<file path="src/rtl/tts_pkg.sv">
// ============================================================================
// tts_pkg
// Shared types and constants for the TAD text to Shift-JIS stream core.
// ============================================================================
package tts_pkg;

  typedef enum logic [4:0] {
    PH_TEXT = 5'b00001,
    PH_LEN  = 5'b00010,
    PH_LOW  = 5'b00100,
    PH_HIGH = 5'b01000,
    PH_BODY = 5'b10000
  } phase_t;

  localparam logic [15:0] SEG_ID_MIN   = 16'hFF00;
  localparam logic [15:0] LEN_ESCAPE   = 16'hFFFF;
  localparam logic [15:0] CHAR_TAB     = 16'h0009;
  localparam logic [15:0] CHAR_LF      = 16'h000A;
  localparam logic [15:0] CHAR_CR      = 16'h000D;
  localparam logic [7:0]  BYTE_TAB     = 8'h09;
  localparam logic [7:0]  BYTE_CR      = 8'h0D;
  localparam logic [7:0]  BYTE_LF      = 8'h0A;
  localparam logic [7:0]  JIS_MIN      = 8'h21;
  localparam logic [7:0]  JIS_MAX      = 8'h7E;
  localparam int          SKIP_W       = 31;

  typedef struct packed {
    logic       emit;
    logic [1:0] byte_count;
    logic [7:0] first_byte;
    logic [7:0] second_byte;
  } result_t;

endpackage

</file>
<file path="src/rtl/tts_jis2sjis.sv">
// ============================================================================
// tts_jis2sjis
// Converts one JIS character code to its Shift-JIS byte pair.
// ============================================================================
module tts_jis2sjis (
  input  logic [15:0] jis,
  output logic [7:0]  lead,
  output logic [7:0]  trail
);
  import tts_pkg::*;

  logic [7:0] hi;
  logic [7:0] lo;
  logic       in_range;
  logic [8:0] lo_odd;
  logic [8:0] lo_conv;
  logic [8:0] hi_base;
  logic [8:0] hi_conv;

  assign hi = jis[15:8];
  assign lo = jis[7:0];
  assign in_range = (hi >= JIS_MIN) && (hi <= JIS_MAX) && (lo >= JIS_MIN) && (lo <= JIS_MAX);

  always_comb begin
    lo_odd  = {1'b0, lo} + 9'h01F;
    if (lo_odd >= 9'h07F) begin
      lo_odd = lo_odd + 9'h001;
    end
    lo_conv = hi[0] ? lo_odd : ({1'b0, lo} + 9'h07E);
    hi_base = ({1'b0, hi} + 9'h001) >> 1;
    hi_conv = hi_base + 9'h070;
    if (hi_conv >= 9'h0A0) begin
      hi_conv = hi_conv + 9'h040;
    end
  end

  assign lead  = in_range ? hi_conv[7:0] : 8'h00;
  assign trail = in_range ? lo_conv[7:0] : 8'h00;

endmodule

</file>
<file path="src/rtl/tts_parser.sv">
// ============================================================================
// tts_parser
// Holds the segment parse state and decodes one word per step into an
// optional result.
// ============================================================================
module tts_parser (
  input  logic             clk,
  input  logic             rst,
  input  logic             step,
  input  logic [15:0]      word,
  input  logic             buffer_start,
  output tts_pkg::result_t result
);
  import tts_pkg::*;

  phase_t              phase;
  phase_t              phase_next;
  logic [SKIP_W-1:0]   skip_words_left;
  logic [SKIP_W-1:0]   skip_words_left_next;
  logic [15:0]         length_low_word;
  logic [15:0]         length_low_word_next;
  phase_t              phase_eff;
  logic [SKIP_W-1:0]   skip_dec;
  logic [SKIP_W-1:0]   skip_high;
  logic [SKIP_W-1:0]   skip_len;
  logic [7:0]          sj_lead;
  logic [7:0]          sj_trail;

  tts_jis2sjis u_conv (
    .jis   (word),
    .lead  (sj_lead),
    .trail (sj_trail)
  );

  assign phase_eff = buffer_start ? PH_TEXT : phase;
  assign skip_dec  = skip_words_left - {{(SKIP_W-1){1'b0}}, 1'b1};
  assign skip_high = {word, length_low_word[15:1]};
  assign skip_len  = {{(SKIP_W-15){1'b0}}, word[15:1]};

  always_comb begin
    phase_next           = phase_eff;
    skip_words_left_next = buffer_start ? '0 : skip_words_left;
    length_low_word_next = buffer_start ? '0 : length_low_word;
    result               = '0;
    unique case (phase_eff)
      PH_LEN: begin
        if (word == LEN_ESCAPE) begin
          phase_next = PH_LOW;
        end else begin
          skip_words_left_next = skip_len;
          phase_next = (skip_len != '0) ? PH_BODY : PH_TEXT;
        end
      end
      PH_LOW: begin
        length_low_word_next = word;
        phase_next = PH_HIGH;
      end
      PH_HIGH: begin
        skip_words_left_next = skip_high;
        phase_next = (skip_high != '0) ? PH_BODY : PH_TEXT;
      end
      PH_BODY: begin
        skip_words_left_next = skip_dec;
        phase_next = (skip_dec == '0) ? PH_TEXT : PH_BODY;
      end
      default: begin
        phase_next = PH_TEXT;
        if (word >= SEG_ID_MIN) begin
          phase_next = PH_LEN;
        end else if (word == CHAR_TAB) begin
          result = '{emit: 1'b1, byte_count: 2'd1, first_byte: BYTE_TAB, second_byte: 8'h00};
        end else if (word == CHAR_LF || word == CHAR_CR) begin
          result = '{emit: 1'b1, byte_count: 2'd2, first_byte: BYTE_CR, second_byte: BYTE_LF};
        end else begin
          result = '{emit: 1'b1, byte_count: 2'd2, first_byte: sj_lead, second_byte: sj_trail};
        end
      end
    endcase
  end

  always_ff @(posedge clk) begin
    if (rst) begin
      phase           <= PH_TEXT;
      skip_words_left <= '0;
      length_low_word <= '0;
    end else if (step) begin
      phase           <= phase_next;
      skip_words_left <= skip_words_left_next;
      length_low_word <= length_low_word_next;
    end
  end

endmodule

</file>
<file path="src/rtl/tad_text_to_sjis_stream_core.sv">
// ============================================================================
// tad_text_to_sjis_stream_core
// TAD word stream to Shift-JIS byte stream converter with segment skipping.
// ============================================================================
// Each accepted 16-bit word is captured in an input register and decoded from
// there against the segment parse state. A character yields one output word
// of one or two bytes in the result register, while segment ids, lengths and
// body words are consumed silently. One word is accepted per cycle while the
// output is not stalled. A character's word passes the input register and
// then the result register before its bytes are presented. While an output
// word waits, the input register still takes one more word and then holds it
// until the output word is accepted.
module tad_text_to_sjis_stream_core (
  input  logic        clk,
  input  logic        rst,
  input  logic        word_valid,
  output logic        word_ready,
  input  logic [15:0] word,
  input  logic        buffer_start,
  output logic        bytes_valid,
  input  logic        bytes_ready,
  output logic [1:0]  byte_count,
  output logic [7:0]  first_byte,
  output logic [7:0]  second_byte
);
  import tts_pkg::*;

  logic        hold_valid;
  logic [15:0] hold_word;
  logic        hold_start;
  logic        advance;
  result_t     result;

  assign advance    = hold_valid && (!bytes_valid || bytes_ready);
  assign word_ready = !hold_valid || advance;

  tts_parser u_parser (
    .clk          (clk),
    .rst          (rst),
    .step         (advance),
    .word         (hold_word),
    .buffer_start (hold_start),
    .result       (result)
  );

  always_ff @(posedge clk) begin
    if (rst) begin
      hold_valid <= 1'b0;
    end else if (word_ready) begin
      hold_valid <= word_valid;
    end
  end

  always_ff @(posedge clk) begin
    if (word_valid && word_ready) begin
      hold_word  <= word;
      hold_start <= buffer_start;
    end
  end

  always_ff @(posedge clk) begin
    if (rst) begin
      bytes_valid <= 1'b0;
    end else if (advance && result.emit) begin
      bytes_valid <= 1'b1;
    end else if (bytes_ready) begin
      bytes_valid <= 1'b0;
    end
  end

  always_ff @(posedge clk) begin
    if (advance && result.emit) begin
      byte_count  <= result.byte_count;
      first_byte  <= result.first_byte;
      second_byte <= result.second_byte;
    end
  end

endmodule

</file>
<file path="config.mk">
export PLATFORM = sky130hd
export DESIGN_NAME = tad_text_to_sjis_stream_core
export DESIGN_NICKNAME = d
export VERILOG_FILES = /design/src/rtl/tts_pkg.sv /design/src/rtl/tts_jis2sjis.sv /design/src/rtl/tts_parser.sv /design/src/rtl/tad_text_to_sjis_stream_core.sv
export SDC_FILE = /design/constraint.sdc
export NUM_CORES = 1
export LEC_CHECK = 0
export BUFFER_PORTS_ARGS = -buffer_cell sky130_fd_sc_hd__buf_2
export CAP_MARGIN = 5
export CORE_MARGIN = 3
export CORE_UTILIZATION = 45
export DETAILED_ROUTE_END_ITERATION = 10
export PLACE_DENSITY = 0.68
export SLEW_MARGIN = 20
export SYNTH_ARGS = -nofsm -noshare
export SYNTH_HDL_FRONTEND = slang
export SYNTH_SLANG_ARGS = --single-unit
</file>
<file path="constraint.sdc">
create_clock -name clk -period 3.41 [get_ports clk]
set_clock_uncertainty 0.15 [all_clocks]
set_input_delay 0.5115 -clock clk [delete_from_list [all_inputs] [get_ports clk]]
set_output_delay 0.5115 -clock clk [all_outputs]
set_load 0.1 [all_outputs]
</file>
==> flow_summary.toml <==
[outcome]
outcome = "finished, final reports clean"

[cts]
cts_tree = "built"
clkSinkCount = 88
clk_latency_ns = 0.36
htreeDepth = 3
clk_pin_slew_ns = 0.06
ctsRootBufferMaster = "clkbuf_16"
clock_path_buffers = 2
cts_inserted_buffers = 9

[final_layout]
layout.nets = 774
syn_to_final_growth_pct = 13.5
antennaDiodeCount = 0
post-route-cell-area_mm2 = 0.00664
layout-drive-gt1-share_pct = 16.0
finalCoreUtilization_pct = 52.4
finalNonFillerCells = 914

[placed_design]
routabilityCongestion = 0.907
placed_cell_area_mm2 = 0.00629
io_buffers = 40
hpwl_um = 12600
placed_cells = 896

[sta]
setup_tns_ns = 0
slew_headroom_pct = 30.4
fin_crit_ns = 3.17
final-max-slew-violation-count = 0
grt_setup_unrepaired = "false"
hold_violations = 0
setup_violations = 0
max_freq_mhz = 315
worst_pin_slew_ns = 1.04
min_period_over_period_pct = 93.0

[pwr]
power-per-cell-area_mw_per_mm2 = 422
leakagePower_nw = 2.39
power_mw = 2.80
vdd_ir_drop_max_mv = 0.341

[grt]
grt_pass1_vias = 5107
grt_pass1_wl_um = 28000
grt_max_degree = 55
grt_overflow = 0
antenna_found_initial = 0
grt_usage_pct = 24.8

[routing]
ant_nets = 0
drc = 0
first_pass_iters = 8
wl_per_cell_um = 19.5
wl_um = 17800
drt-initial-drc-count = 662
vias = 5780
via_per_inst = 6.32

[critical_path]
setup.worst_path.end_class = "flip-flop"
ff2ff_path_depth = 14
crit_arrival_ns = 3.18
critPathTopFamily = "simple AND/OR/NAND/NOR gates"
critPathMaxStageDelay_ns = 0.35
path_buf_inv = 1
reg2reg_from = "hold_word[12]$_DFFE_PP_"
critPathRequiredTime_ns = 3.42
crit_path_top_delay_cell = "edfxtp_1"
crit_type = "reg -> reg"
path_cells = "and3_1 > nand3_1 > xnor2_2 > inv_1 > ha_1 > xnor2_1 > xnor2_1 > ha_1 > nand2_1 > nor2_1 > and4_1 > a41oi_1 > nand3_1 > a221oi_1"
reg2reg_to = "first_byte[7]$_SDFFCE_PP0P_"
r2r_slack_ns = 0.24
critPathMaxFanout = 4
startpoint_type = "flip-flop"

[synth]
synth_edf_count = 35
synth_xor_area_share_pct = 4.79
synth_top_family_by_area = "simple AND/OR/NAND/NOR gates"
synth_area_leaders = "dfxtp_1 18%, edfxtp_1 18%, a21oi_1 5.4%, nand2_1 4.2%, o21ai_0 3.7%"
synthAdderAreaFrac_pct = 3.42
synth-seq-cells = 88
postSynthCellCount = 702
syn_avg_cell_area_um2 = 8.33
synth_mux_area_share_pct = 0.342
yosysTopAreaCell = "dfxtp_1"
synth.top_cell.area_share_pct = 18.1
synth_cell_types = 75
synth_area_mm2 = 0.00585
ys.flop_type = "dfxtp_1"
synthSimpleGateAreaFrac_pct = 25.6
yosysSeqAreaShare_pct = 36.1
async_flop_share_pct = 0
yosysWarnings = 0
synth_compound_area_share_pct = 24.0
syn_nets = 739

[min_path]
hold_class = "in -> reg"
holdPathEnd = "hold_word[4]$_DFFE_PP_"
worstHoldStart = "word[4]"
whs_path_depth = 1

[die]
die-area_mm2 = 0.0144
coreArea_mm2 = 0.0127
initial_core_util_pct = 46.1
num_rows = 41
pin_count = 41
die_h_um = 120
fp.dieW_um = 120

[flow_run]
drv_cap = 0
-- worst reg2reg max path: stages (launching register included) --
cell and delay (ns):
edfxtp_1 0.35, and3_1 0.22, nand3_1 0.18, xnor2_2 0.25
inv_1 0.07, ha_1 0.22, xnor2_1 0.18, xnor2_1 0.15
ha_1 0.23, nand2_1 0.06, nor2_1 0.03, and4_1 0.14
a41oi_1 0.32, nand3_1 0.14, a221oi_1 0.27
-- layout by cell type, fill, tap and decap left out, types with 4 or more instances in the layout --
master and count:
nand2b_1 6, nand2_1 65, nand3b_1 5, or4_1 9, o32ai_1 5, nor2b_1 6
clkbuf_16 9, buf_2 40, xor2_1 9, a211oi_1 10, nor3_1 24, o211ai_1 6
o21ai_0 43, and3_1 9, xnor2_1 22, or2_2 4, a22oi_1 8, edfxtp_1 35
and2_1 8, inv_1 22, nor4_1 13, a21o_1 6, buf_4 39, a31oi_1 9
o21a_1 4, nand3_1 38, a21oi_1 63, nand4b_1 4, ha_1 16, a221oi_1 6
a221o_1 9, dfxtp_1 53, nor2_1 50, nand4_1 13, a31o_2 4
-- worst max path at each step --
| stage | startpoint | endpoint | slack, ns | depth (start not counted) |
|---|---|---|---|---|
| after global placement | hold_word[8]$_DFFE_PP_ | first_byte[7]$_SDFFCE_PP0P_ | 0.43 | 13 |
| after global routing | hold_word[9]$_DFFE_PP_ | first_byte[7]$_SDFFCE_PP0P_ | 0.04 | 13 |
| after CTS | hold_word[8]$_DFFE_PP_ | first_byte[7]$_SDFFCE_PP0P_ | 0.20 | 13 |
| final | hold_word[12]$_DFFE_PP_ | first_byte[7]$_SDFFCE_PP0P_ | 0.24 | 14 |
| after floorplan | bytes_valid$_SDFFE_PP0P_ | hold_start$_DFFE_PP_ | 0.32 | 2 |
| after detailed placement | hold_word[8]$_DFFE_PP_ | first_byte[7]$_SDFFCE_PP0P_ | 0.23 | 13 |
-- cells by family (layout without fill, tap and decap cells) --
group	Yosys count	after routing
flops	88	88
fa+ha+maj	16	16
simple gates	277	277
compound gates	209	209
xor+xnor	32	32
buf+inv	78	118
mux	2	2
-- per-stage QoR --
step	setup WS [ns]	hold WS [ns]
finish	0.238	0.180
global route	0.0393	0.166
CTS	0.201	0.168
detailed placement	0.228	0.329
global placement	0.429	0.324
floorplan	0.316	0.310
-- layer usage --
| metal | vias up | track usage, % | wire length [µm] |
|---|---|---|---|
| met4 | 0 | 8.95 | 380 |
| met5 | - | 0 | 0 |
| li1 | 2708 | - | - |
| met1 | 2756 | 36.5 | 8220 |
| met2 | 285 | 36.8 | 7810 |
| met3 | 31 | 3.68 | 1390 |
-- state kept, by name, summed over array words and instances (netlist names) --
| name | count |
|---|---|
| hold_valid | 1 |
| u_parser.skip_words_left | 31 |
| second_byte | 8 |
| hold_start | 1 |
| u_parser.phase | 5 |
| first_byte | 8 |
| byte_count | 2 |
| hold_word | 16 |
| u_parser.length_low_word | 15 |
| bytes_valid | 1 |
-- area by class of cell --
class	instances	area [µm²]
Fill cell	1174	6040
Multi-Input combinational cell	536	3410
Sequential cell	88	2110
Timing Repair Buffer	79	493
Clock buffer	10	229
Tap cell	172	215
Clock inverter	6	91.3
Inverter	23	86.3
-- power breakdown --
part           internal [mW]  switching, mW
Sequential              1.13         0.0377
Clock                  0.647          0.445
Combinational          0.174          0.364
-- synthesized netlist by cell type, types with 4 or more instances --
master	count
nor3_1	24
edfxtp_1	35
a31o_2	4
o211ai_1	6
o21ai_0	43
a22oi_1	8
nand3_1	38
nand2b_1	6
nand4b_1	4
a221o_1	9
clkbuf_1	32
a21oi_1	63
or4_1	9
dfxtp_1	53
a31oi_1	9
buf_2	18
or2_2	4
o32ai_1	5
xor2_1	9
nand3b_1	5
a211oi_1	10
nor2b_1	6
and3_1	9
nand2_1	65
a21o_1	6
o21a_1	4
nor2_1	50
nor4_1	13
nand4_1	13
and2_1	8
a221oi_1	6
ha_1	16
inv_1	22
xnor2_1	23
-- timing repair --
item | CTS | global route
setup endpoints to repair | 0 | 1
setup buffers | 0 | 2
hold buffers | 0 | 0
resized for setup | 0 | 1
Note: power is estimated with default switching activity, not from simulation.
